[config.mk]
export PLATFORM = sky130hd
export DESIGN_NAME = pcsb_ram
export DESIGN_NICKNAME = d
export VERILOG_FILES = /design/src/hw/rtl/pcsb_ram.sv
export SDC_FILE = /design/constraint.sdc
export NUM_CORES = 1
export LEC_CHECK = 0
export ABC_AREA = 1
export BUFFER_PORTS_ARGS = -buffer_cell sky130_fd_sc_hd__buf_2
export CAP_MARGIN = 40
export CORE_UTILIZATION = 36
export CTS_CLUSTER_DIAMETER = 50
export DETAILED_ROUTE_END_ITERATION = 8
export GPL_ROUTABILITY_DRIVEN = 0
export RECOVER_POWER = 25
export SYNTH_ARGS = -nofsm -noshare
export SYNTH_HDL_FRONTEND = slang
export SYNTH_SLANG_ARGS = --single-unit
[constraint.sdc]
create_clock -name i_clk -period 1.7 [get_ports i_clk]
set_clock_uncertainty 0.1 [all_clocks]
set_input_delay 0.34 -clock i_clk [delete_from_list [all_inputs] [get_ports i_clk]]
set_output_delay 0.34 -clock i_clk [all_outputs]
set_load 0.1 [all_outputs]
[src/hw/rtl/pcsb_ram.sv]
module pcsb_ram #(
    parameter int unsigned WIDTH = 8,
    parameter int unsigned DEPTH = 16
) (
    input  logic                     i_clk,
    input  logic                     i_we,
    input  logic [$clog2(DEPTH)-1:0] i_waddr,
    input  logic [WIDTH-1:0]         i_wdata,
    input  logic [$clog2(DEPTH)-1:0] i_raddr,
    output logic [WIDTH-1:0]         o_rdata
);

    logic [WIDTH-1:0] r_mem [DEPTH];
    logic [WIDTH-1:0] r_rdata;

    always_ff @(posedge i_clk) begin
        if (i_we) begin
            r_mem[i_waddr] <= i_wdata;
        end
        r_rdata <= r_mem[i_raddr];
    end

    assign o_rdata = r_rdata;

endmodule

# After elaboration in Yosys (flattened, before gate mapping)

Memory sizes are Yosys's and may differ from the RTL's. A register that Yosys moved wholly into a read port is not among the register bits.
Cells that the tools add are included.

Register bits after elaboration: 0
Latch bits: 0
RAM bits: 128
ROM bits: 0
Input port bits: 18
Output and inout bits: 8
Logic and storage cells: 3
Memories kept: 1

Memories:

| name  | depth | bits a word | rd ports | clocked after memory_dff | write ports | RTL line | source |
|---|---|---|---|---|---|---|---|
| r_mem | 16    | 8           | 1        | 1                        | 1           | 13       | `logic [WIDTH-1:0] r_mem [DEPTH];` |

Add/sub/neg operators: 0
Multiply operators: 0
Divide/modulo/power cells: 0
Order comparisons: 0
Equal/unequal tests: 0
Shift-type cells: 0
Muxes and demuxes: 2
Bitwise operators: 0
Reductions and logical operators: 0

Operators by type and width:

| kind   | number |
|---|---|
| $mux 1 | 2 |

# Logic depth before layout (Yosys ltp)

Word-level depth: 2
Gate-level depth with buffers: 8
Depth with buffers taken out: 7

# Least setup slack after synthesis

OpenSTA, ideal clock, no wires.

Kind: input-to-reg
Start: in i_waddr[2]
End: mem r_mem[10][0] (enable)
Library setup time: 0.370 ns
Arrival: 0.921 ns
Required time: 1.230 ns
Path slack: 0.309 ns
Cell stages on the path: 2
Path buffers: 0
Cell sequence: nand3b_1 -> nor2_1

RTL lines:

| what               | RTL line | source |
|---|---|---|
| start: declaration | 7        | `input logic [$clog2(DEPTH)-1:0] i_waddr,` |
| end: declaration   | 13       |  |

Straight into the memory's write port.

# Worst setup path in the final report

Start: reg r_rdata[2], in the netlist o_rdata[2] (read register of r_mem)
End: out o_rdata[2]

RTL lines:

| what               | RTL line | source |
|---|---|---|
| start: declaration | 14       | `logic [WIDTH-1:0] r_rdata;` |
| end: declaration   | 10       | `output logic [WIDTH-1:0] o_rdata` |

No word-level cell between the ends.

==> results.sh <==
export IMPL_rows=45
export IMPL_reg2regPathDepth=6
export IMPL_cts_buffers=17
export IMPL_io_pins=26
export IMPL_grt_pass1_wl_um=20600
export IMPL_path_max_fanout=1
export IMPL_vias_per_cell=4.57
export IMPL_ys_seq_area_frac=0.694
export IMPL_r2r_end="o_rdata[4]$_DFF_P_"
export IMPL_drtAntennaViolNets=0
export IMPL_ir_drop_uv=670
export IMPL_maxSlewViolCount=0
export IMPL_post_cts_buffers=0
export IMPL_portBuffers=25
export IMPL_cts_tree="built"
export IMPL_clk_latency_ps=420
export IMPL_area_growth_synth_to_final_pct=18.7
export IMPL_diodes=0
export IMPL_final_cell_mix="173 x nand2_1, 128 x edfxtp_1, 100 x inv_1, 97 x nand3_1, 23 x buf_4"
export IMPL_syn_inst=551
export IMPL_relSlewSlack=0.426
export IMPL_synth_cell_type_count=12
export IMPL_max_stage_delay_ps=450
export IMPL_clk_path_buf_depth=2
export IMPL_drive_above_1_share=0.123
export IMPL_track_usage=0.170
export IMPL_drtPass1Iterations=4
export IMPL_worst_pin_slew_ps=861
export IMPL_dp_cells=789
export IMPL_pwr_share_seq=0.462
export IMPL_whs_path_depth=3
export IMPL_synth_area_per_cell_sq_um=10.5
export IMPL_nets=615
export IMPL_internal_power_mw=6.37
export IMPL_critical_path_startpoint="o_rdata[2]$_DFF_P_"
export IMPL_p_comb_frac=0.077
export IMPL_path_clk_slew_ps=50
export IMPL_drt_initial_drc_count=270
export IMPL_grt_pass1_vias=3683
export IMPL_antenna_found_initial=0
export IMPL_crit_buf_inv=1
export IMPL_synth_fp_nets=569
export IMPL_drc=0
export IMPL_powerDensity_nw_per_um2=1190
export IMPL_min_period_over_period=0.983
export IMPL_switchingPower_mw=1.80
export IMPL_start_kind="flop"
export IMPL_netlist_area_sq_um=5770
export IMPL_seqCellArea_sq_um=4000
export IMPL_num_vias=3755
export IMPL_p_sw_frac=0.221
export IMPL_setup_viol=0
export IMPL_synth_ff_latch_count=136
export IMPL_rrSetupSlack_ps=520
export IMPL_final_common_cell="nand2_1"
export IMPL_end_kind="primary output"
export IMPL_crit_chain="buf_2"
export IMPL_power_clock_fraction=0.461
export IMPL_tns_ps=0
export IMPL_hold_viol=0
export IMPL_wl_um=12900
export IMPL_min_to="o_rdata[0]$_DFF_P_"
export IMPL_p_leak_nw=2.95
export IMPL_gr_total_overflow=0
export IMPL_dieHeight_um=129
export IMPL_outcome="complete, no violations"
export IMPL_wl_per_cell_um=15.7
export IMPL_die_x_um=129
export IMPL_h_tree_depth=4
export IMPL_hold_path_startpoint="i_raddr[3]"
export IMPL_crit_required_ps=1260
export IMPL_n_fill_cell=1454
export IMPL_fmax_mhz=598
export IMPL_worst_endpoint_arrival_ps=1230
export IMPL_finalCriticalPeriod_ps=1670
export IMPL_critPathSlowestCell="buf_2"
export IMPL_multi_input_area_sq_um=1210
export IMPL_place_hpwl_um=8140
export IMPL_rsz0062_at_grt="false"
export IMPL_cap_violations=0
export IMPL_ys_warn_count=0
export IMPL_reg2reg_from="r_mem[11][4]$_DFFE_PP_"
export IMPL_crit_type="reg2out"
export IMPL_final_cells=821
export IMPL_core_area_sq_um=15400
export IMPL_clock_sinks=136
export IMPL_hp_class="in2reg"
export IMPL_start_util=0.374
export IMPL_cts_root_buf="clkbuf_16"
export IMPL_grt_max_degree=42
export IMPL_crit_family="buffers and inverters"
export IMPL_die_area_sq_um=16500
## stage by stage
step / power [mW] / cell area, sq um / hold slack [ps] / utilization / worst slack (ps)
CTS: 8.22 / 6850 / 199 / 0.444 / 25.0
global route: 8.43 / 6840 / 230 / 0.444 / 26.9
finish: 8.17 / 6840 / 209 / 0.444 / 28.1
floorplan: 4.26 / 5770 / 339 / - / 309
detailed placement: 4.47 / 6230 / 562 / 0.404 / 154
global placement: 4.47 / 6230 / 560 / 0.404 / 188
## Yosys cell counts (all sizes together)
master,count,share of area
dfxtp,8,0.028
nand3,97,0.084
nand3b,2,0.0026
edfxtp,128,0.67
nand2,173,0.11
inv,102,0.066
buf,24,0.029
nor2,17,0.011
## cell families after synthesis
family | count (synthesis) | share of synthesized area
simple gates | 289 | 0.210
flops | 136 | 0.694
buf+inv | 126 | 0.0952
## worst max-delay path by stage
stage | end | slack [ps] | cells past startpoint
3_5_place_dp | o_rdata[4]$_DFF_P_ | 150 | 8
2_1_floorplan | r_mem[10][0]$_DFFE_PP_ | 310 | 2
5_1_grt | o_rdata[2] | 30 | 1
3_3_place_gp | o_rdata[1]$_DFF_P_ | 190 | 8
4_1_cts | o_rdata[2] | 30 | 1
6_report | o_rdata[2] | 30 | 1
## flip-flops by register name, indices dropped and copies added (netlist names)
name     flops
r_mem      128
o_rdata      8
## layout make-up
type                            instances  area share
Multi-Input combinational cell        289       0.177
Inverter                              102      0.0560
Tap cell                              211      0.0386
Clock inverter                          6      0.0165
Timing Repair Buffer                   51      0.0536
Clock buffer                           26      0.0730
Sequential cell                       136       0.585
## worst min-delay path, cell delays in order
cell and delay, ps:
buf_2 170, nand3_1 100, nand2_1 50
## power by group through the flow
stage | Clock, mW | Sequential (mW) | Combinational [mW]
2_1_floorplan | 0 | 4.00 | 0.264
3_3_place_gp | 0 | 3.84 | 0.624
3_5_place_dp | 0 | 3.84 | 0.631
4_1_cts | 3.81 | 3.77 | 0.638
5_1_grt | 3.97 | 3.78 | 0.688
6_report | 3.77 | 3.77 | 0.628
## what timing repair did
action	4_1_cts	5_1_grt
setup endpoints to repair	1	0
hold buffers	0	0
resized for setup	1	0
## metal layers
layer | vias to the layer above | GRT usage | wire, um
met3 | 14 | 0.0407 | 702
met4 | 0 | 0.0768 | 246
met2 | 108 | 0.266 | 6070
li1 | 1860 | - | -
met1 | 1773 | 0.226 | 5850
met5 | - | 0 | 0
No activity file was read; power rests on OpenSTA's default activity.
