`src/hw/rtl/pcsb_pkg.sv`:
```
package pcsb_pkg;

    localparam int unsigned RANGE_W     = 18;
    localparam int unsigned COORD_W     = 18;
    localparam int unsigned ANGLE_W     = 16;
    localparam int unsigned CFG_W       = 18;
    localparam int unsigned CFG_IDX_W   = 3;
    localparam int unsigned SEL_W       = 10;
    localparam int unsigned CNT_W       = 11;
    localparam int unsigned CX_W        = 30;
    localparam int unsigned ATAN_DEPTH  = 24;
    localparam int unsigned NUM_W       = 18;
    localparam int unsigned DEN_W       = 17;

    localparam logic [RANGE_W-1:0] EMPTY_RANGE  = 18'h3FFFF;
    localparam logic [21:0]        MAX_RANGE    = 22'd262142;
    localparam logic [29:0]        INV_GAIN_Q30 = 30'd652032874;

    typedef enum logic [2:0] {
        REG_HEIGHT_LOW  = 3'd0,
        REG_HEIGHT_HIGH = 3'd1,
        REG_NEAR_LIMIT  = 3'd2,
        REG_FAR_LIMIT   = 3'd3,
        REG_ANGLE_START = 3'd4,
        REG_ANGLE_STOP  = 3'd5,
        REG_ANGLE_STEP  = 3'd6,
        REG_BIN_COUNT   = 3'd7
    } t_reg_idx;

    typedef enum logic [2:0] {
        RSN_NONE       = 3'd0,
        RSN_INVALID    = 3'd1,
        RSN_HEIGHT     = 3'd2,
        RSN_RANGE      = 3'd3,
        RSN_ANGLE      = 3'd4,
        RSN_NOT_NEARER = 3'd5
    } t_reason;

    typedef enum logic {
        FUNC_INSERT  = 1'b0,
        FUNC_READOUT = 1'b1
    } t_func;

    typedef enum logic [2:0] {
        ST_CLEAR,
        ST_IDLE,
        ST_CORD,
        ST_CHECK,
        ST_DIV,
        ST_RD,
        ST_UPD,
        ST_FIN
    } t_state;

    typedef enum logic [1:0] {
        COR_IDLE,
        COR_ITER,
        COR_MUL,
        COR_RND
    } t_cor_state;

    function automatic logic [31:0] atan_turns(input logic [4:0] idx);
        logic [31:0] v;
        case (idx)
            5'd0:    v = 32'h20000000;
            5'd1:    v = 32'h12E4051E;
            5'd2:    v = 32'h09FB385B;
            5'd3:    v = 32'h051111D4;
            5'd4:    v = 32'h028B0D43;
            5'd5:    v = 32'h0145D7E1;
            5'd6:    v = 32'h00A2F61E;
            5'd7:    v = 32'h00517C55;
            5'd8:    v = 32'h0028BE53;
            5'd9:    v = 32'h00145F2F;
            5'd10:   v = 32'h000A2F98;
            5'd11:   v = 32'h000517CC;
            5'd12:   v = 32'h00028BE6;
            5'd13:   v = 32'h000145F3;
            5'd14:   v = 32'h0000A2FA;
            5'd15:   v = 32'h0000517D;
            5'd16:   v = 32'h000028BE;
            5'd17:   v = 32'h0000145F;
            5'd18:   v = 32'h00000A30;
            5'd19:   v = 32'h00000518;
            5'd20:   v = 32'h0000028C;
            5'd21:   v = 32'h00000146;
            5'd22:   v = 32'h000000A3;
            5'd23:   v = 32'h00000051;
            default: v = 32'h0;
        endcase
        return v;
    endfunction

endpackage

```
`src/hw/rtl/pcsb_div.sv`:
```
module pcsb_div (
    input  logic                         i_clk,
    input  logic                         i_rst_n,
    input  logic                         i_start,
    input  logic [pcsb_pkg::NUM_W-1:0]   i_num,
    input  logic [pcsb_pkg::DEN_W-1:0]   i_den,
    output logic                         o_done,
    output logic [pcsb_pkg::NUM_W-1:0]   o_quo
);
    import pcsb_pkg::*;

    logic              r_busy;
    logic [4:0]        r_cnt;
    logic [NUM_W-1:0]  r_num;
    logic [DEN_W-1:0]  r_den;
    logic [DEN_W-1:0]  r_rem;
    logic [DEN_W:0]    trial;
    logic              fits;

    always_comb begin
        trial = {r_rem, r_num[NUM_W-1]};
        fits  = (trial >= {1'b0, r_den});
    end

    always_ff @(posedge i_clk) begin
        if (!i_rst_n) begin
            r_busy <= 1'b0;
            r_cnt  <= '0;
        end else if (i_start) begin
            r_busy <= 1'b1;
            r_cnt  <= '0;
        end else if (r_busy) begin
            r_cnt <= r_cnt + 5'd1;
            if (r_cnt == 5'(NUM_W - 1)) begin
                r_busy <= 1'b0;
            end
        end
    end

    always_ff @(posedge i_clk) begin
        if (i_start) begin
            r_num <= i_num;
            r_den <= i_den;
            r_rem <= '0;
        end else if (r_busy) begin
            r_rem <= fits ? DEN_W'(trial - {1'b0, r_den}) : DEN_W'(trial);
            r_num <= {r_num[NUM_W-2:0], fits};
        end
    end

    assign o_done = r_busy && (r_cnt == 5'(NUM_W - 1));
    assign o_quo  = {r_num[NUM_W-2:0], fits};

endmodule
```
`config.mk`:
```
export PLATFORM = sky130hd
export DESIGN_NAME = pcsb_div
export DESIGN_NICKNAME = d
export VERILOG_FILES = /design/src/hw/rtl/pcsb_pkg.sv /design/src/hw/rtl/pcsb_div.sv
export SDC_FILE = /design/constraint.sdc
export NUM_CORES = 1
export LEC_CHECK = 0
export ABC_AREA = 1
export ABC_CLOCK_PERIOD_IN_PS = 6700
export BUFFER_PORTS_ARGS = -buffer_cell sky130_fd_sc_hd__buf_2
export CELL_PAD_IN_SITES_DETAIL_PLACEMENT = 0
export CELL_PAD_IN_SITES_GLOBAL_PLACEMENT = 2
export CORE_ASPECT_RATIO = 1.5
export CORE_MARGIN = 5
export CORE_UTILIZATION = 36
export CTS_BUF_LIST = sky130_fd_sc_hd__clkbuf_16
export DETAILED_ROUTE_END_ITERATION = 10
export PLACE_DENSITY_LB_ADDON = 0.1
export SLEW_MARGIN = 10
export SYNTH_ARGS = -nofsm -noshare
export SYNTH_HDL_FRONTEND = slang
export SYNTH_SLANG_ARGS = --single-unit
```
`constraint.sdc`:
```
create_clock -name i_clk -period 6.7 [get_ports i_clk]
set_input_delay 1.34 -clock i_clk [delete_from_list [all_inputs] [get_ports i_clk]]
set_output_delay 1.34 -clock i_clk [all_outputs]
set_load 0.005 [all_outputs]
```
# After elaboration in Yosys (flattened, before gate mapping)
# Index checks and enable logic that the tools add are counted.
word_totals:
  register_bits: 58
classes:
  n_addsub: 2
  magnitude_cmp: 1
  eq_ne: 1
  muxes: 6
  bitwise_logic: 1
  n_reduce_logical: 3
op_table:
  columns: ["op", "count"]
  rows:
  - ["$mux W18", 2]
  - ["$ge A18 B17 Y1", 1]
  - ["$mux W17", 1]
  - ["$sub A17 B17 Y17", 1]
  - ["$add A5 B1 Y5 const B", 1]
  - ["$eq A5 B5 Y1 const B", 1]
  - ["$mux W1", 3]
  - ["$reduce_bool A2 Y1", 1]
  - ["$reduce_or A2 Y1", 1]
  - ["$logic_and A1 B1 Y1", 1]
  - ["$not A1 Y1", 1]

# Longest topological paths before layout
logic_depth:
  depth_word: 4
  depth_mapped: 16

# Least setup slack after synthesis
# OpenSTA, ideal clock, no wires.
synth_path:
  path_type: "register to output"
  start: "register r_num[17]"
  end: "output port o_quo[0] (netlist bit)"
  arrival_time_ps: 1857
  t_required_ps: 5360
  setup_slack_ps: 3503
  stages_incl_launch_ff: 15
  path_buffers: 2
  cell_sequence: "edfxtp_1 inv_1 ha_1 inv_1 fa_1 nand2_1 nand2_1 nand3_2 nand2_4 nand2_4 nand2_4 nand2_4 nand2_8 buf_12 buf_4"
synth_between:
  elab_chain_len: 1
synth_lines:
  columns: ["element", "line", "source"]
  rows:
  - ["from (decl)", "pcsb_div.sv:14", "logic [NUM_W-1:0] r_num;"]
  - ["from (signal assigned)", "pcsb_div.sv:42", "r_num <= i_num;"]
  - ["from (signal assigned)", "pcsb_div.sv:47", "r_num <= {r_num[NUM_W-2:0], fits};"]
  - ["$ge A18 B17 Y1", "pcsb_div.sv:22", "fits = (trial >= {1'b0, r_den});"]
  - ["to (decl)", "pcsb_div.sv:8", "output logic [pcsb_pkg::NUM_W-1:0] o_quo"]
# Every way passes these cells.

# Final worst setup path
# Same ends and word-level chain as after synthesis.

==> flow_summary.toml <==
[run_status]
status = "finished, final reports clean"

[worst_setup_path]
cp.arrival_ns = 2.36
critPathTopFamily = "simple AND/OR/NAND/NOR gates"
critPathMaxFanout = 19
cp-end-kind = "output pin"
crit_chain = "inv_1 -> ha_1 -> inv_1 -> fa_1 -> nand2_1 -> nand2_1 -> nand3_2 -> nand2_4 -> nand2_4 -> nand2_4 -> nand2_4 -> nand2_8 -> buf_2"
r2r_cells = 15
path_common_cell = "nand2_4"
cp.required_ns = 5.36
path_class = "flop to output pin"
crit_buf_inv = 3
slowest_delay_ns = 0.40
slowest_stage = "fa_1"
crit_path_start_kind = "flop"
path_depth = 13

[drt]
dr.first_iter.drc_count = 96
wl_um = 8880
route.vias.total = 2991
drc_errors = 0
drtPass1Iterations = 4
antenna_left = 0
viasPerCell = 4.44
avgRoutedWirePerCell_um = 13.2

[global_routing]
antenna_found_initial = 0
grt_overflow = 0
grtUsageTotal = 0.148
grt_max_degree = 39
grt_first_pass_wirelength_um = 14400
first_global_vias = 3009

[synthesis]
synthesis.nets = 545
netlist_area_mm2 = 0.00376
yosysUniqueCellTypes = 38
avgSynthCellArea_um2 = 7.71
synth-seq-area-share = 0.402
ys_seq_elements = 58
syn_inst = 487
ys_warn_count = 0

[clock_tree]
clk_latency_ns = 0.32
cts_tree = "yes"
clock_path_buffers = 2
htreeDepth = 3
ctsResizeCount = 0
root_buffer = "clkbuf_16"
cts_hold_buf = 0
cts_made_buffers = 9
cts_setup_buffers = 0
clkTransAtPathRegs_ns = 0.05
cts.sinks = 58

[die]
io_pins = 57
rows = 45
coreArea_mm2 = 0.0102
die_h_um = 135
die-area_mm2 = 0.0126
initial_core_util = 0.369
die_x_um = 93.4

[finish]
layout-drive-gt1-share = 0.192
final_core_util = 0.422
diodes = 0
area_delta_synth_final_pct = 14.4
final_net_count = 585

[timing]
fin_hold_ws_ns = 0.473
maxSlewHeadroom = 0.453
final.setup.tns_ns = 0
fmax_mhz = 270
setup_slack_ns = 3.00
hold_viol = 0
period_minus_slack_ns = 3.70
finClkSkew_ns = 0.00352
tightest_slew_ns = 0.820
slew_viol_final = 0
rsz0062_at_grt = "no"
setup_viol = 0
finalCritPeriodShare = 0.553

[run]
cap_violations = 0

[worst_hold_path]
hold_path_depth = 2
hold_path_class = "flop to flop"

[power]
p_total_w = 0.000962
power_density_mw_per_mm2 = 224
max-vdd-ir-drop_mv = 0.116
p_leak_nw = 2.26

[placement]
preCtsSetupSlack_ns = 3.31
portBuffers = 56
hpwl_um = 6790
gp_congestion = 0.832
## metrics by stage
step	instances	instance area [um^2]
global route	673	4300
floorplan	487	3760
detailed placement	657	4020
finish	673	4300
CTS	673	4300
global placement	657	4020
## worst paths after layout
kind | from | to | slack (ns)
worst max-delay path | r_num[17] | o_quo[0] | 3.00
worst min-delay path | r_rem[5] | r_rem[5] | 0.47
worst max register to register | r_num[17] | r_rem[13] | 4.51
worst min register to register | r_rem[5] | r_rem[5] | 0.47
## registers in the layout, indices dropped and copies added, names as in the netlist
name and cells:
r_den 17, r_rem 17, r_cnt 5, r_num 18, r_busy 1
## cell families (layout without fill, tap and decap cells)
logic type      Yosys count  count (layout)  share of synthesized area
simple gates            288             288                      0.364
buf+inv                  97             142                      0.123
flops                    58              58                      0.402
fa+ha+maj                20              20                     0.0686
compound gates           17              17                     0.0260
xor+xnor                  7               7                     0.0163
## worst register-to-register path, delay by kind of cell (launching register included)
family	cells	cell delay [ns]
buffers and inverters	2	0.14
and+or+nand+nor	11	1.10
DFF	1	0.35
adders and majority gates	2	0.54
## placed cells by master (no fill, tap or decap), drive strengths merged, types with 3 or more instances in the layout
master	instances
nor3	4
dfxtp	23
xnor2	5
nand4	3
edfxtp	35
nand3	26
nand2	205
buf	57
a21oi	11
inv	71
nor2	22
clkinv	4
nand3b	21
ha	19
clkbuf	9
## per-layer routing
metal	wire length, um	share of wire	GRT usage
met3	340	0.038	0.0368
met2	4480	0.50	0.257
met4	119	0.013	0.0440
met5	0	0	0
met1	3940	0.44	0.177
## synthesized netlist by cell type
| library cell | count | area share |
|---|---|---|
| buf_4 | 19 | 0.038 |
| nand3b_1 | 21 | 0.042 |
| nand3_1 | 25 | 0.033 |
| o211ai_1 | 1 | 0.0020 |
| ha_1 | 19 | 0.063 |
| inv_1 | 66 | 0.066 |
| nand2_4 | 5 | 0.015 |
| buf_2 | 2 | 0.0027 |
| o21a_1 | 2 | 0.0040 |
| nand2_2 | 14 | 0.023 |
| or2_4 | 1 | 0.0023 |
| nor2_2 | 4 | 0.0067 |
| edfxtp_1 | 35 | 0.28 |
| xor2_1 | 2 | 0.0047 |
| a21oi_1 | 11 | 0.015 |
| and3_1 | 1 | 0.0017 |
| nor3b_1 | 1 | 0.0020 |
| or2_2 | 1 | 0.0017 |
| nor2_1 | 17 | 0.017 |
| xnor2_1 | 5 | 0.012 |
| nor4_4 | 1 | 0.0057 |
| a211oi_1 | 1 | 0.0020 |
| buf_12 | 1 | 0.0053 |
| buf_6 | 1 | 0.0030 |
| a31oi_1 | 2 | 0.0033 |
| nor2_8 | 1 | 0.0053 |
| nand3_2 | 1 | 0.0027 |
| nor3_1 | 4 | 0.0053 |
| nand2_1 | 185 | 0.18 |
| clkbuf_1 | 4 | 0.0040 |
| nand4_1 | 3 | 0.0050 |
| fa_1 | 1 | 0.0053 |
| buf_1 | 1 | 0.0010 |
| nand2_8 | 1 | 0.0053 |
| nor4_1 | 1 | 0.0017 |
| and3_4 | 1 | 0.0030 |
| dfxtp_1 | 23 | 0.12 |
| inv_2 | 3 | 0.0030 |
## where the power goes
| part | switching, W | internal (W) | total [W] |
|---|---|---|---|
| registers | 0.00000985 | 0.000404 | 0.000414 |
| logic | 0.0000675 | 0.0000417 | 0.000109 |
| clock network | 0.000158 | 0.000281 | 0.000439 |
| total | 0.000235 | 0.000726 | 0.000962 |
## cell type report
class,instances,area [um^2]
Tap cell,141,176
Clock inverter,7,55.1
Clock buffer,9,225
Sequential cell,58,1510
Multi-Input combinational cell,332,1780
Inverter,69,259
Fill cell,1067,5890
Timing Repair Buffer,57,288
Note: power is estimated with default switching activity, not from simulation.
