File: config.mk
export PLATFORM = sky130hd
export DESIGN_NAME = pcsb_cordic
export DESIGN_NICKNAME = d
export VERILOG_FILES = /design/src/hw/rtl/pcsb_pkg.sv /design/src/hw/rtl/pcsb_cordic.sv
export SDC_FILE = /design/constraint.sdc
export NUM_CORES = 2
export LEC_CHECK = 0
export ABC_CLOCK_PERIOD_IN_PS = 9200
export BUFFER_PORTS_ARGS = -buffer_cell sky130_fd_sc_hd__buf_2
export CORE_AREA = 4 4 297 299
export DETAILED_ROUTE_END_ITERATION = 8
export DIE_AREA = 0 0 301 303
export PLACE_DENSITY = 0.52
export SETUP_SLACK_MARGIN = 0.02
export SLEW_MARGIN = 10
export SYNTH_ARGS = -nofsm -noshare
export SYNTH_HDL_FRONTEND = slang
export SYNTH_SLANG_ARGS = --single-unit
File: constraint.sdc
create_clock -name i_clk -period 9.2 [get_ports i_clk]
set_input_delay 0.92 -clock i_clk [delete_from_list [all_inputs] [get_ports i_clk]]
set_output_delay 0.92 -clock i_clk [all_outputs]
set_load 0.01 [all_outputs]
File: src/hw/rtl/pcsb_pkg.sv
package pcsb_pkg;

    localparam int unsigned RANGE_W     = 18;
    localparam int unsigned COORD_W     = 18;
    localparam int unsigned ANGLE_W     = 16;
    localparam int unsigned CFG_W       = 18;
    localparam int unsigned CFG_IDX_W   = 3;
    localparam int unsigned SEL_W       = 10;
    localparam int unsigned CNT_W       = 11;
    localparam int unsigned CX_W        = 30;
    localparam int unsigned ATAN_DEPTH  = 24;
    localparam int unsigned NUM_W       = 18;
    localparam int unsigned DEN_W       = 17;

    localparam logic [RANGE_W-1:0] EMPTY_RANGE  = 18'h3FFFF;
    localparam logic [21:0]        MAX_RANGE    = 22'd262142;
    localparam logic [29:0]        INV_GAIN_Q30 = 30'd652032874;

    typedef enum logic [2:0] {
        REG_HEIGHT_LOW  = 3'd0,
        REG_HEIGHT_HIGH = 3'd1,
        REG_NEAR_LIMIT  = 3'd2,
        REG_FAR_LIMIT   = 3'd3,
        REG_ANGLE_START = 3'd4,
        REG_ANGLE_STOP  = 3'd5,
        REG_ANGLE_STEP  = 3'd6,
        REG_BIN_COUNT   = 3'd7
    } t_reg_idx;

    typedef enum logic [2:0] {
        RSN_NONE       = 3'd0,
        RSN_INVALID    = 3'd1,
        RSN_HEIGHT     = 3'd2,
        RSN_RANGE      = 3'd3,
        RSN_ANGLE      = 3'd4,
        RSN_NOT_NEARER = 3'd5
    } t_reason;

    typedef enum logic {
        FUNC_INSERT  = 1'b0,
        FUNC_READOUT = 1'b1
    } t_func;

    typedef enum logic [2:0] {
        ST_CLEAR,
        ST_IDLE,
        ST_CORD,
        ST_CHECK,
        ST_DIV,
        ST_RD,
        ST_UPD,
        ST_FIN
    } t_state;

    typedef enum logic [1:0] {
        COR_IDLE,
        COR_ITER,
        COR_MUL,
        COR_RND
    } t_cor_state;

    function automatic logic [31:0] atan_turns(input logic [4:0] idx);
        logic [31:0] v;
        case (idx)
            5'd0:    v = 32'h20000000;
            5'd1:    v = 32'h12E4051E;
            5'd2:    v = 32'h09FB385B;
            5'd3:    v = 32'h051111D4;
            5'd4:    v = 32'h028B0D43;
            5'd5:    v = 32'h0145D7E1;
            5'd6:    v = 32'h00A2F61E;
            5'd7:    v = 32'h00517C55;
            5'd8:    v = 32'h0028BE53;
            5'd9:    v = 32'h00145F2F;
            5'd10:   v = 32'h000A2F98;
            5'd11:   v = 32'h000517CC;
            5'd12:   v = 32'h00028BE6;
            5'd13:   v = 32'h000145F3;
            5'd14:   v = 32'h0000A2FA;
            5'd15:   v = 32'h0000517D;
            5'd16:   v = 32'h000028BE;
            5'd17:   v = 32'h0000145F;
            5'd18:   v = 32'h00000A30;
            5'd19:   v = 32'h00000518;
            5'd20:   v = 32'h0000028C;
            5'd21:   v = 32'h00000146;
            5'd22:   v = 32'h000000A3;
            5'd23:   v = 32'h00000051;
            default: v = 32'h0;
        endcase
        return v;
    endfunction

endpackage

File: src/hw/rtl/pcsb_cordic.sv
module pcsb_cordic #(
    parameter int unsigned STAGES = 16
) (
    input  logic                                 i_clk,
    input  logic                                 i_rst_n,
    input  logic                                 i_start,
    input  logic signed [pcsb_pkg::COORD_W-1:0]  i_x,
    input  logic signed [pcsb_pkg::COORD_W-1:0]  i_y,
    output logic                                 o_done,
    output logic [pcsb_pkg::RANGE_W-1:0]         o_range,
    output logic [pcsb_pkg::ANGLE_W-1:0]         o_angle
);
    import pcsb_pkg::*;

    localparam int unsigned NSTG = (STAGES < ATAN_DEPTH) ? STAGES : ATAN_DEPTH;

    t_cor_state r_state, n_state;
    logic signed [CX_W-1:0] r_x, r_y, n_x, n_y;
    logic [31:0]            r_z, n_z;
    logic [4:0]             r_i;
    logic                   r_zero;
    logic [59:0]            r_prod;
    logic signed [CX_W-1:0] xs, ys, dx, dy;
    logic [59:0]            rsum;
    logic [31:0]            zsum;

    always_comb begin
        n_state = r_state;
        case (r_state)
            COR_IDLE: if (i_start) n_state = COR_ITER;
            COR_ITER: if (r_i == 5'(NSTG - 1)) n_state = COR_MUL;
            COR_MUL:  n_state = COR_RND;
            COR_RND:  n_state = COR_IDLE;
            default:  n_state = COR_IDLE;
        endcase
    end

    always_comb begin
        o_done = (r_state == COR_RND);
    end

    always_comb begin
        xs = {{(CX_W-COORD_W-8){i_x[COORD_W-1]}}, i_x, 8'b0};
        ys = {{(CX_W-COORD_W-8){i_y[COORD_W-1]}}, i_y, 8'b0};
        n_x = xs;
        n_y = ys;
        n_z = 32'h0;
        if (xs < 0) begin
            if (ys >= 0) begin
                n_x = ys;
                n_y = -xs;
                n_z = 32'h40000000;
            end else begin
                n_x = -ys;
                n_y = xs;
                n_z = 32'hC0000000;
            end
        end
        dx = r_y >>> r_i;
        dy = r_x >>> r_i;
        rsum = r_prod + (60'd1 << 37);
        zsum = r_z + 32'h8000;
    end

    always_ff @(posedge i_clk) begin
        if (!i_rst_n) begin
            r_state <= COR_IDLE;
        end else begin
            r_state <= n_state;
        end
    end

    always_ff @(posedge i_clk) begin
        case (r_state)
            COR_IDLE: begin
                r_x    <= n_x;
                r_y    <= n_y;
                r_z    <= n_z;
                r_i    <= 5'd0;
                r_zero <= (i_x == 0) && (i_y == 0);
            end
            COR_ITER: begin
                if (r_y >= 0) begin
                    r_x <= r_x + dx;
                    r_y <= r_y - dy;
                    r_z <= r_z + atan_turns(r_i);
                end else begin
                    r_x <= r_x - dx;
                    r_y <= r_y + dy;
                    r_z <= r_z - atan_turns(r_i);
                end
                r_i <= r_i + 5'd1;
            end
            COR_MUL: begin
                r_prod <= 60'($unsigned(r_x)) * 60'(INV_GAIN_Q30);
            end
            default: begin
            end
        endcase
    end

    always_comb begin
        if (r_zero) begin
            o_range = '0;
            o_angle = '0;
        end else begin
            o_range = (rsum[59:38] > MAX_RANGE) ? MAX_RANGE[RANGE_W-1:0]
                                                : rsum[38 +: RANGE_W];
            o_angle = zsum[31:16];
        end
    end

endmodule

# --- Word level (Yosys, flattened, before mapping) ---
# Memories as Yosys holds them, arrays and structs flattened. A register that Yosys moved wholly into a read port is not among the register bits.
# Index checks and enable logic that the tools add are counted.
classes:
  add_sub_neg: 11
  mul: 1
  order_cmp: 4
  eq_ne: 6
  shifts: 2
  mux: 25
  reduce_logical: 6
ops:
  columns: ["cell", "n"]
  rows:
  - ["$mux 32", 7]
  - ["$mux 30", 6]
  - ["$pmux 30 s2", 2]
  - ["$logic_not 32->1", 2]
  - ["$pmux 32 s2", 1]
  - ["$add 30x30->30", 2]
  - ["$add 60x38->60 const B", 1]
  - ["$neg 26->30", 2]
  - ["$sshr 30x5->30", 2]
  - ["$sub 30x30->30", 2]
  - ["$mul 30x29->59 const B", 1]
  - ["$mux 18", 2]
  - ["$add 32x16->32 const B", 1]
  - ["$add 32x32->32", 1]
  - ["$sub 32x32->32", 1]
  - ["$ge 30x1->1 const B", 1]
  - ["$ge 26x1->1 const B", 1]
  - ["$lt 26x1->1 const B", 1]
  - ["$gt 22x18->1 const B", 1]
  - ["$mux 16", 1]
  - ["$mux 5", 2]
  - ["$pmux 5 s2", 1]
  - ["$pmux 2 s4", 1]
  - ["$add 5x1->5 const B", 1]
  - ["9 further kinds", 12]
totals:
  register_bits: 159
  mem_bits_ro: 1920
  input_bits: 39
  out_inout_bits: 35
  word_cells: 64
  mem_count: 2
mem_list:
  columns: ["memory", "words", "word_bits", "rd", "rd_clocked_by_memory_dff", "wr", "line", "text"]
  rows:
  - ["(no name shown)", 32, 30, 1, 1, 0, "pcsb_pkg.sv:64", "case (idx)"]
  - ["(no name shown)", 32, 30, 1, 1, 0, "pcsb_pkg.sv:64", null]

# --- Longest topological paths before layout ---
depth:
  word_depth: 6
  mapped_depth: 32
  ltp_nobuf: 27

# --- Least setup slack after synthesis ---
# OpenSTA, ideal clock, no wires.
synth_timing:
  kind: "register to register"
  from: "reg r_x[11]"
  to: "reg r_prod[59], data pin"
  setup_ns: 0.136
  arrival_time_ns: 7.202
  required_ns: 9.064
  path_slack_ns: 1.862
  stages_incl_launch_ff: 25
  path_cell_list: "edfxtp_1 inv_1 fa_1 fa_1 inv_1 fa_1 fa_1 fa_1 fa_1 fa_1 inv_1 fa_1 inv_1 ha_1 a21oi_1 o21ai_0 nor3_1 o21ai_0 a21o_1 o31ai_1 a21oi_1 a21oi_1 a311oi_1 or4_1 nand3_1"
synth_between:
  elab_chain_len: 1
synth_lines:
  columns: ["element", "line", "text"]
  rows:
  - ["start: declaration", "pcsb_cordic.sv:18", "logic signed [CX_W-1:0] r_x, r_y, n_x, n_y;"]
  - ["start signal: assignment", "pcsb_cordic.sv:76", "r_x <= n_x;"]
  - ["start signal: assignment", "pcsb_cordic.sv:84", "r_x <= r_x + dx;"]
  - ["start signal: assignment", "pcsb_cordic.sv:88", "r_x <= r_x - dx;"]
  - ["$mul 30x29->59", "pcsb_cordic.sv:95", "r_prod <= 60'($unsigned(r_x)) * 60'(INV_GAIN_Q30);"]
  - ["end signal: assignment", "pcsb_cordic.sv:95", null]
  - ["end: declaration", "pcsb_cordic.sv:22", "logic [59:0] r_prod;"]
# Every way passes these cells.
# A chain may end at the register's enable or synchronous reset.

# --- Final worst setup path ---
layout_timing:
  from: "reg r_x[8]"
  to: "reg r_prod[58], data pin"
# The elaborated chain is that of the path after synthesis.

==> flow_summary.json <==
{
  "worstHoldStart": "r_state[0]",
  "diodes": 0,
  "avgViaCountPerCell": 5.39,
  "dpl.hpwl_mm": 81.8,
  "crit_type": "flip-flop to flip-flop",
  "fin_skew_ns": 0.0204,
  "portBuffers": 73,
  "fin_util_pct": 42.6,
  "drv_slew": 0,
  "hold_viol": 0,
  "top_level_ports": 74,
  "tritoncts": "yes",
  "place_area_um2": 35600,
  "status": "finished clean",
  "grt_util_all_layers_pct": 21.9,
  "final-setup-viol-count": 0,
  "cp-start-kind": "flip-flop",
  "max_freq_mhz": 115,
  "tightest_slew_ns": 1.14,
  "nNetsFinal": 4574,
  "synth-seq-cells": 153,
  "holdPathEnd": "r_state[0]",
  "synth_nets": 4551,
  "fin_area_um2": 36200,
  "clock_latency_ns": 0.50,
  "vias": 25900,
  "grt_max_degree": 71,
  "grt_overflow": 0,
  "syn-cell-area_um2": 34000,
  "fill_cells": 8535,
  "hp-class": "flip-flop to flip-flop",
  "cp-end-kind": "flip-flop",
  "core-area_um2": 85100,
  "rrSetupSlack_ns": 0.52,
  "die_h_um": 303,
  "reg2reg_to": "r_prod[58]",
  "synth_edf_count": 121,
  "post-route-period-util_pct": 94.3,
  "grt_pass1_wl_mm": 154,
  "clkSlewWorstSetupHoldPaths_ns": 0.08,
  "postCtsSetupBuffers": 0,
  "dieArea_um2": 91200,
  "syn-instance-count": 3633,
  "timing.rr.start": "r_x[8]",
  "ys.warnings.count": 0,
  "period_minus_slack_ns": 8.68,
  "wl_per_cell_um": 20.4,
  "cts.sinks": 153,
  "drt-pass1-iter-count": 5,
  "cts-buffers-inserted": 17,
  "slew-limit-headroom_pct": 24.2,
  "maxCapViolCount": 0,
  "die_x_um": 301,
  "clk_path_buf_depth": 2,
  "hold_path_depth": 2,
  "root_buffer": "clkbuf_16",
  "cts_hold_buf": 0,
  "ant_nets": 0,
  "cp_max_fo": 11,
  "antenna_found_initial": 0,
  "drt_iter0_drc": 1806,
  "setup_tns_ns": 0,
  "cp_data_arrival_time_ns": 8.93,
  "r2r_cells": 25,
  "initial_core_util_pct": 40.0,
  "grt_pass1_vias": 26000,
  "syn_to_final_growth_pct": 6.49,
  "cts_resized": 0,
  "drive_gt1_share_pct": 7.47,
  "postSynthAreaPerCell_um2": 9.37,
  "ys_seq_area_share_pct": 12.6,
  "h-tree-depth": 4,
  "drc": 0,
  "rsz0062_at_grt": "false",
  "async_reset_ff_share_pct": 0,
  "synth_flop_cell": "edfxtp_1",
  "routabilityCongestion": 0.925,
  "rows": 107,
  "ys_types": 93,
  "routed_wl_mm": 98.2,
  "crit_required_ns": 9.46
}
==> cell usage after synthesis (all sizes together), types with 7 or more instances <==
cell    number  area, um^2
a211oi      22         170
a21boi      10        75.1
a21o        85         638
a21oi      186         931
a22oi        9        67.6
a31o         7        61.3
a31oi       19         119
and2        28         178
and3        18         113
buf         45         324
clkbuf      75         282
dfxtp       32         641
edfxtp     121        3630
fa         428        8570
ha         451        5640
inv        650        2440
mux2        26         300
mux2i       46         477
mux4        71        1670
nand2      223         837
nand2b      21         131
nand3       59         300
nand4       21         131
nor2       214         806
nor2b       20         125
nor3        62         327
nor4        12         105
o211ai      30         225
o21a        21         158
o21ai      184         925
o21bai      17         128
o22ai       12        75.1
o31ai       34         255
o41ai        7        61.3
or2         13        81.3
or3         27         169
or4         12        90.1
xnor2      139        1220
xor2        87         762
==> area by class of cell <==
type                       count  area, um^2  area share, %
clock inverter                15         180          0.497
inverter                     652        2450           6.76
tap                         1144        1430           3.95
multi-input combinational   2708       26700           73.7
clock buffer                  17         425           1.17
sequential                   153        4270           11.8
timing repair buffer         124         761           2.10
==> per-layer routing <==
metal,vias to the layer above,routed length (um),GRT usage [%]
met5,-,0,0
met4,0,2510,6.22
met3,83,4880,3.31
met2,629,44300,34.1
met1,12800,46500,31.7
li1,12400,-,-
==> how the worst max path moves through the flow <==
stage | start | to | slack [ns] | cells after the start
final | r_x[8] | r_prod[58] | 0.52 | 25
after CTS | r_x[8] | r_prod[58] | 0.56 | 25
after global placement | r_x[8] | r_prod[58] | 0.66 | 23
after detailed placement | r_x[8] | r_prod[58] | 0.62 | 25
after floorplan | r_x[11] | r_prod[59] | 1.86 | 24
after global routing | r_x[8] | r_prod[58] | 0.05 | 25
==> cell families after synthesis <==
family                     count (synthesis)  share of synthesized area, %
AOI/OAI and AO/OA                        707                          13.2
DFF                                      153                          12.6
adders and majority gates                879                          41.8
xor gates and xnor gates                 226                          5.82
and+or+nand+nor                          753                          10.5
buffers and inverters                    772                          8.97
muxes                                    143                          7.20
==> critical path: stages (launching register included) <==
cell,delay (ns)
edfxtp_1,0.79
inv_1,0.36
fa_1,0.54
fa_1,0.52
inv_1,0.06
fa_1,0.50
inv_1,0.05
fa_1,0.48
inv_1,0.06
fa_1,0.44
fa_1,0.49
fa_1,0.61
inv_1,0.07
fa_1,0.50
inv_1,0.04
ha_1,0.31
and3_1,0.20
nand3_1,0.09
nor3b_1,0.74
o31ai_1,0.18
buf_4,0.19
a21oi_1,0.25
a21oi_1,0.16
a311oi_1,0.49
a21oi_1,0.16
xnor2_1,0.14
==> placed cells by master (no fill, tap or decap), drive strengths merged, types with 71 or more instances in the layout <==
cell type,count
inv,657
ha,451
fa,428
nand2,223
nor2,214
a21oi,186
o21ai,184
xnor2,139
buf,124
edfxtp,121
xor2,87
a21o,85
mux4,71
==> metrics by stage <==
stage	setup WS (ns)	hold WS (ns)	std cells
2_1_floorplan	1.86	0.500	3633
5_1_grt	0.0509	0.574	4813
3_5_place_dp	0.617	0.541	4781
4_1_cts	0.564	0.552	4813
3_3_place_gp	0.656	0.534	4781
6_report	0.524	0.551	4813
Power is not shown: default switching activity piles up to over one toggle a cycle in this logic, so the estimate is an artifact.
